==> config.mk <==
export PLATFORM = sky130hd
export DESIGN_NAME = sacm_ram
export DESIGN_NICKNAME = d
export VERILOG_FILES = /design/src/hw/rtl/sacm_ram.sv
export SDC_FILE = /design/constraint.sdc
export NUM_CORES = 1
export LEC_CHECK = 0
export BUFFER_PORTS_ARGS = -buffer_cell sky130_fd_sc_hd__buf_4
export CAP_MARGIN = 40
export CORE_MARGIN = 2
export CORE_UTILIZATION = 64
export DETAILED_ROUTE_END_ITERATION = 10
export GPL_ROUTABILITY_DRIVEN = 0
export PLACE_DENSITY = 0.83
export SYNTH_ARGS = -nofsm -noshare
export SYNTH_HDL_FRONTEND = slang
export SYNTH_SLANG_ARGS = --single-unit
==> constraint.sdc <==
create_clock -name clk_i -period 4.5 [get_ports clk_i]
set_input_delay 0 -clock clk_i [delete_from_list [all_inputs] [get_ports clk_i]]
set_output_delay 0 -clock clk_i [all_outputs]
set_load 0.005 [all_outputs]
==> src/hw/rtl/sacm_ram.sv <==
module sacm_ram #(
  parameter int unsigned WIDTH = 8,
  parameter int unsigned DEPTH = 16
) (
  input  logic                                 clk_i,
  input  logic                                 we_i,
  input  logic [(DEPTH > 1 ? $clog2(DEPTH) : 1)-1:0] waddr_i,
  input  logic [WIDTH-1:0]                     wdata_i,
  input  logic                                 re_i,
  input  logic [(DEPTH > 1 ? $clog2(DEPTH) : 1)-1:0] raddr_i,
  output logic [WIDTH-1:0]                     rdata_o
);

  logic [WIDTH-1:0] mem_q [DEPTH];
  logic [WIDTH-1:0] rdata_q;

  always_ff @(posedge clk_i) begin
    if (we_i) begin
      mem_q[waddr_i] <= wdata_i;
    end
    if (re_i) begin
      rdata_q <= mem_q[raddr_i];
    end
  end

  assign rdata_o = rdata_q;

endmodule

; Word level (Yosys, flattened, before mapping)
; Memory sizes are Yosys's and may differ from the RTL's. A register that Yosys moved wholly into a read port is not among the register bits.
; Index checks and enable logic that the tools add are counted.
[word_totals]
n_memories = 1
word_cells = 3
regBits = 0
out_inout_bits = 8
ramBits = 128
inputBits = 19
[op_classes]
mux = 2
[memory_table]
columns = memory, depth, word_bits, rd, rd_clocked_by_memory_dff, write_ports, line_no
row1 = mem_q, 16, 8, 1, 1, 1, 14  ; logic [WIDTH-1:0] mem_q [DEPTH];
[ops]
columns = operator, n
row1 = $mux W1, 2

; Depth between registers and ports, before layout
[logic_depth]
word_depth = 2
depth_mapped = 5
mapped_depth_nobuf = 3

; Worst setup path before layout
; No wires, ideal clock.
[synth_path]
path_kind = input to register
from = input waddr_i[2] in the netlist's numbering
to = memory mem_q[0][0] (enable)
t_arrival_ns = 1.110
setup_time_ns = 0.383
stages = 2
setup_slack_ns = 3.007
n_path_buf = 0
required_time_ns = 4.117
cell_sequence = or3b_2 -> nor3_1
[synth_lines]
columns = item, line_no
row1 = "start, declared", 7  ; input logic [(DEPTH > 1 ? $clog2(DEPTH) : 1)-1:0] waddr_i,
row2 = "end, declared", 14
; Straight into the memory's write port.

==> results_dict.tcl <==
set metrics [dict create \
    finalSetupViolCount 0 \
    grt_pass1_vias 2772 \
    port_buffers 26 \
    path_cells "mux4_1 -> a22oi_1 -> nand2_1" \
    min_from "waddr_i[2]" \
    drt_iter0_drc 237 \
    crit_fanout 1 \
    clock_sinks 136 \
    maxCapViolCount 0 \
    worstSetupEndpointType "register" \
    area_growth_pct 21.1 \
    cts_tree "built" \
    p_seq_share_pct 44.8 \
    routed-via-count 2685 \
    period_minus_slack_ns 1.61 \
    netlist_area_um2 5230 \
    overflow 0 \
    grt_max_degree 33 \
    cts.repair.resized 0 \
    max_stage_delay_ns 0.56 \
    postCtsSetupRepairBufs 0 \
    p_clk_share_pct 50.8 \
    clock_latency_ns 0.52 \
    fin_ws_ns 2.89 \
    synth_area_per_cell_um2 22.8 \
    grt_usage_pct 29.2 \
    ys_ff_latch 136 \
    drcViolationCount 0 \
    grt_pass1_wl_um 17100 \
    wirelength_um 11700 \
    leakagePower_nw 2.15 \
    status "finished, final reports clean" \
    rows 32 \
    startpoint "mem_q[10][2]$_DFFE_PP_" \
    cts_buffers 17 \
    fmax_ghz 0.620 \
    p_int_mw 2.61 \
    min_path_type "in2reg" \
    htreeDepth 4 \
    layout.nets 302 \
    p_comb_share_pct 4.4 \
    synth_cell_type_count 18 \
    wl_per_cell_um 29.4 \
    dp_slack_ns 2.70 \
    yosysWarnings 0 \
    r2r_start "mem_q[10][2]$_DFFE_PP_" \
    cp_slowest_cell "mux4_1" \
    syn_nets 248 \
    path_class "reg2reg" \
    maxSlewViolCount 0 \
    fill_cells 357 \
    num_antenna_cells 0 \
    dieArea_um2 8910 \
    finalHoldViolCount 0 \
    worstSetupStartpointType "register" \
    rsz0062_at_grt "false" \
    die_height_um 94.4 \
    drtAntennaViolNets 0 \
    ir_drop_uv 321 \
    slew_headroom_pct 37.8 \
    cts_hold_buf 12 \
    antenna_found_initial 0 \
    hpwl_um 6250 \
    swShare_pct 18.6 \
    io_pins 27 \
    finClkSkew_ns 0.0124 \
    cp.arrival_ns 1.88 \
    dieWidth_um 94.4 \
    timing.final.crit_share_pct 35.8 \
    drtPass1Iterations 6 \
    start_util_pct 67.0 \
    fin_setup_tns_ns 0 \
    clock_path_buffers 2 \
    required_ns 4.77 \
    vias_per_cell 6.76 \
    core_um2 7810 \
    cts-root-buf "clkbuf_8" \
    power-per-cell-area_nw_per_um2 507 \
    synth_cells 229 \
    tightest_slew_ns 0.930 \
    clk_pin_slew_worst_paths_ns 0.06 \
    power.switching_uw 597 \
    ys_seq_area_share_pct 78.1 \
    drive_above_1_share_pct 27.5 \
]
## power by group through the flow
stage / clock network, mW / logic, mW / registers [mW]
global route: 1.69 / 0.152 / 1.44
finish: 1.63 / 0.143 / 1.44
floorplan: 0 / 0.0720 / 1.46
CTS: 1.64 / 0.142 / 1.44
detailed placement: 0 / 0.130 / 1.46
global placement: 0 / 0.125 / 1.46
## logic make-up (layout without fill, tap and decap cells)
| logic type | Yosys count | count (layout) | share of synthesized area, % |
|---|---|---|---|
| AO/OA/AOI/OAI | 16 | 16 | 2.30 |
| buffers and inverters | 10 | 76 | 1.65 |
| flip-flops | 136 | 136 | 78.1 |
| multiplexers | 32 | 32 | 14.8 |
| AND/OR/NAND/NOR | 35 | 35 | 3.14 |
## synthesized netlist by cell type
| master | count | area, um^2 |
|---|---|---|
| nor2_1 | 13 | 48.8 |
| nor3_1 | 4 | 20.0 |
| and2b_1 | 1 | 7.51 |
| nand2b_1 | 2 | 12.5 |
| nand3_1 | 1 | 5.00 |
| mux4_1 | 14 | 368 |
| nand3b_1 | 2 | 15.0 |
| and2_1 | 1 | 6.26 |
| buf_4 | 1 | 7.51 |
| a22oi_1 | 16 | 120 |
| or3b_2 | 1 | 8.76 |
| edfxtp_1 | 136 | 4080 |
| clkdlybuf4s25_2 | 3 | 30.0 |
| nor2b_1 | 1 | 6.26 |
| buf_6 | 3 | 33.8 |
| nand2_1 | 9 | 33.8 |
| buf_2 | 3 | 15.0 |
| mux4_2 | 18 | 405 |
## cell type report
cell class / count / area, um^2 / area share [%]
Clock buffer: 19 / 422 / 6.66
Clock inverter: 12 / 273 / 4.31
Multi-Input combinational cell: 83 / 1060 / 16.7
Sequential cell: 136 / 4080 / 64.5
Tap cell: 102 / 128 / 2.02
Timing Repair Buffer: 45 / 365 / 5.77
## worst max-delay path, delay by kind of cell (launching register included)
family / cells / cell delay, ns
mux: 1 / 0.56
flops: 1 / 0.42
compound gates: 1 / 0.30
simple gates: 1 / 0.08
## cells in the final DEF (no fill, tap or decap)
cell type	synthesis	final
nand2_1	9	9
mux4_2	18	18
a22oi_1	16	16
and2b_1	1	1
nor3_1	4	4
mux4_1	14	14
bufinv_16	0	8
clkinv_4	0	2
nor2_1	13	13
and2_1	1	1
clkbuf_16	0	16
nand3b_1	2	2
or3b_2	1	1
clkbuf_8	0	1
nor2b_1	1	1
dlygate4sd3_1	0	12
clkinvlp_4	0	2
nand3_1	1	1
edfxtp_1	136	136
buf_2	3	1
nand2b_1	2	2
clkbuf_1	0	2
buf_4	1	32
## metal layers
metal	part of all wire (%)	track usage, %	up-vias
met5	0	0	-
li1	-	-	1093
met1	39	39.6	1400
met3	8.7	9.18	24
met4	2.1	10.5	0
met2	50	46.0	168
## registers in the layout, summed over array words and instances, names as in the netlist
register  count
mem_q       128
rdata_o       8
## final timing paths
kind                            end  slack [ns]  cells past startpoint
max            rdata_o[2]$_DFFE_PP_        2.89                      3
min reg2reg    rdata_o[7]$_DFFE_PP_        0.77                      3
min          mem_q[14][0]$_DFFE_PP_        0.07                      3
max reg2reg    rdata_o[2]$_DFFE_PP_        2.89                      3
## through the flow
stage / hold slack (ns) / util (%) / instances / total power [mW] / cell area, um^2
after floorplan: 0.0989 / - / 229 / 1.53 / 5230
after global placement: 0.298 / 70.3 / 350 / 1.59 / 5490
after detailed placement: 0.310 / 70.4 / 352 / 1.59 / 5500
after CTS: 0.0303 / 80.9 / 395 / 3.22 / 6310
after global routing: 0.0894 / 81.1 / 397 / 3.28 / 6330
final: 0.0713 / 81.1 / 397 / 3.21 / 6330
Note: power is estimated with default switching activity, not from simulation.
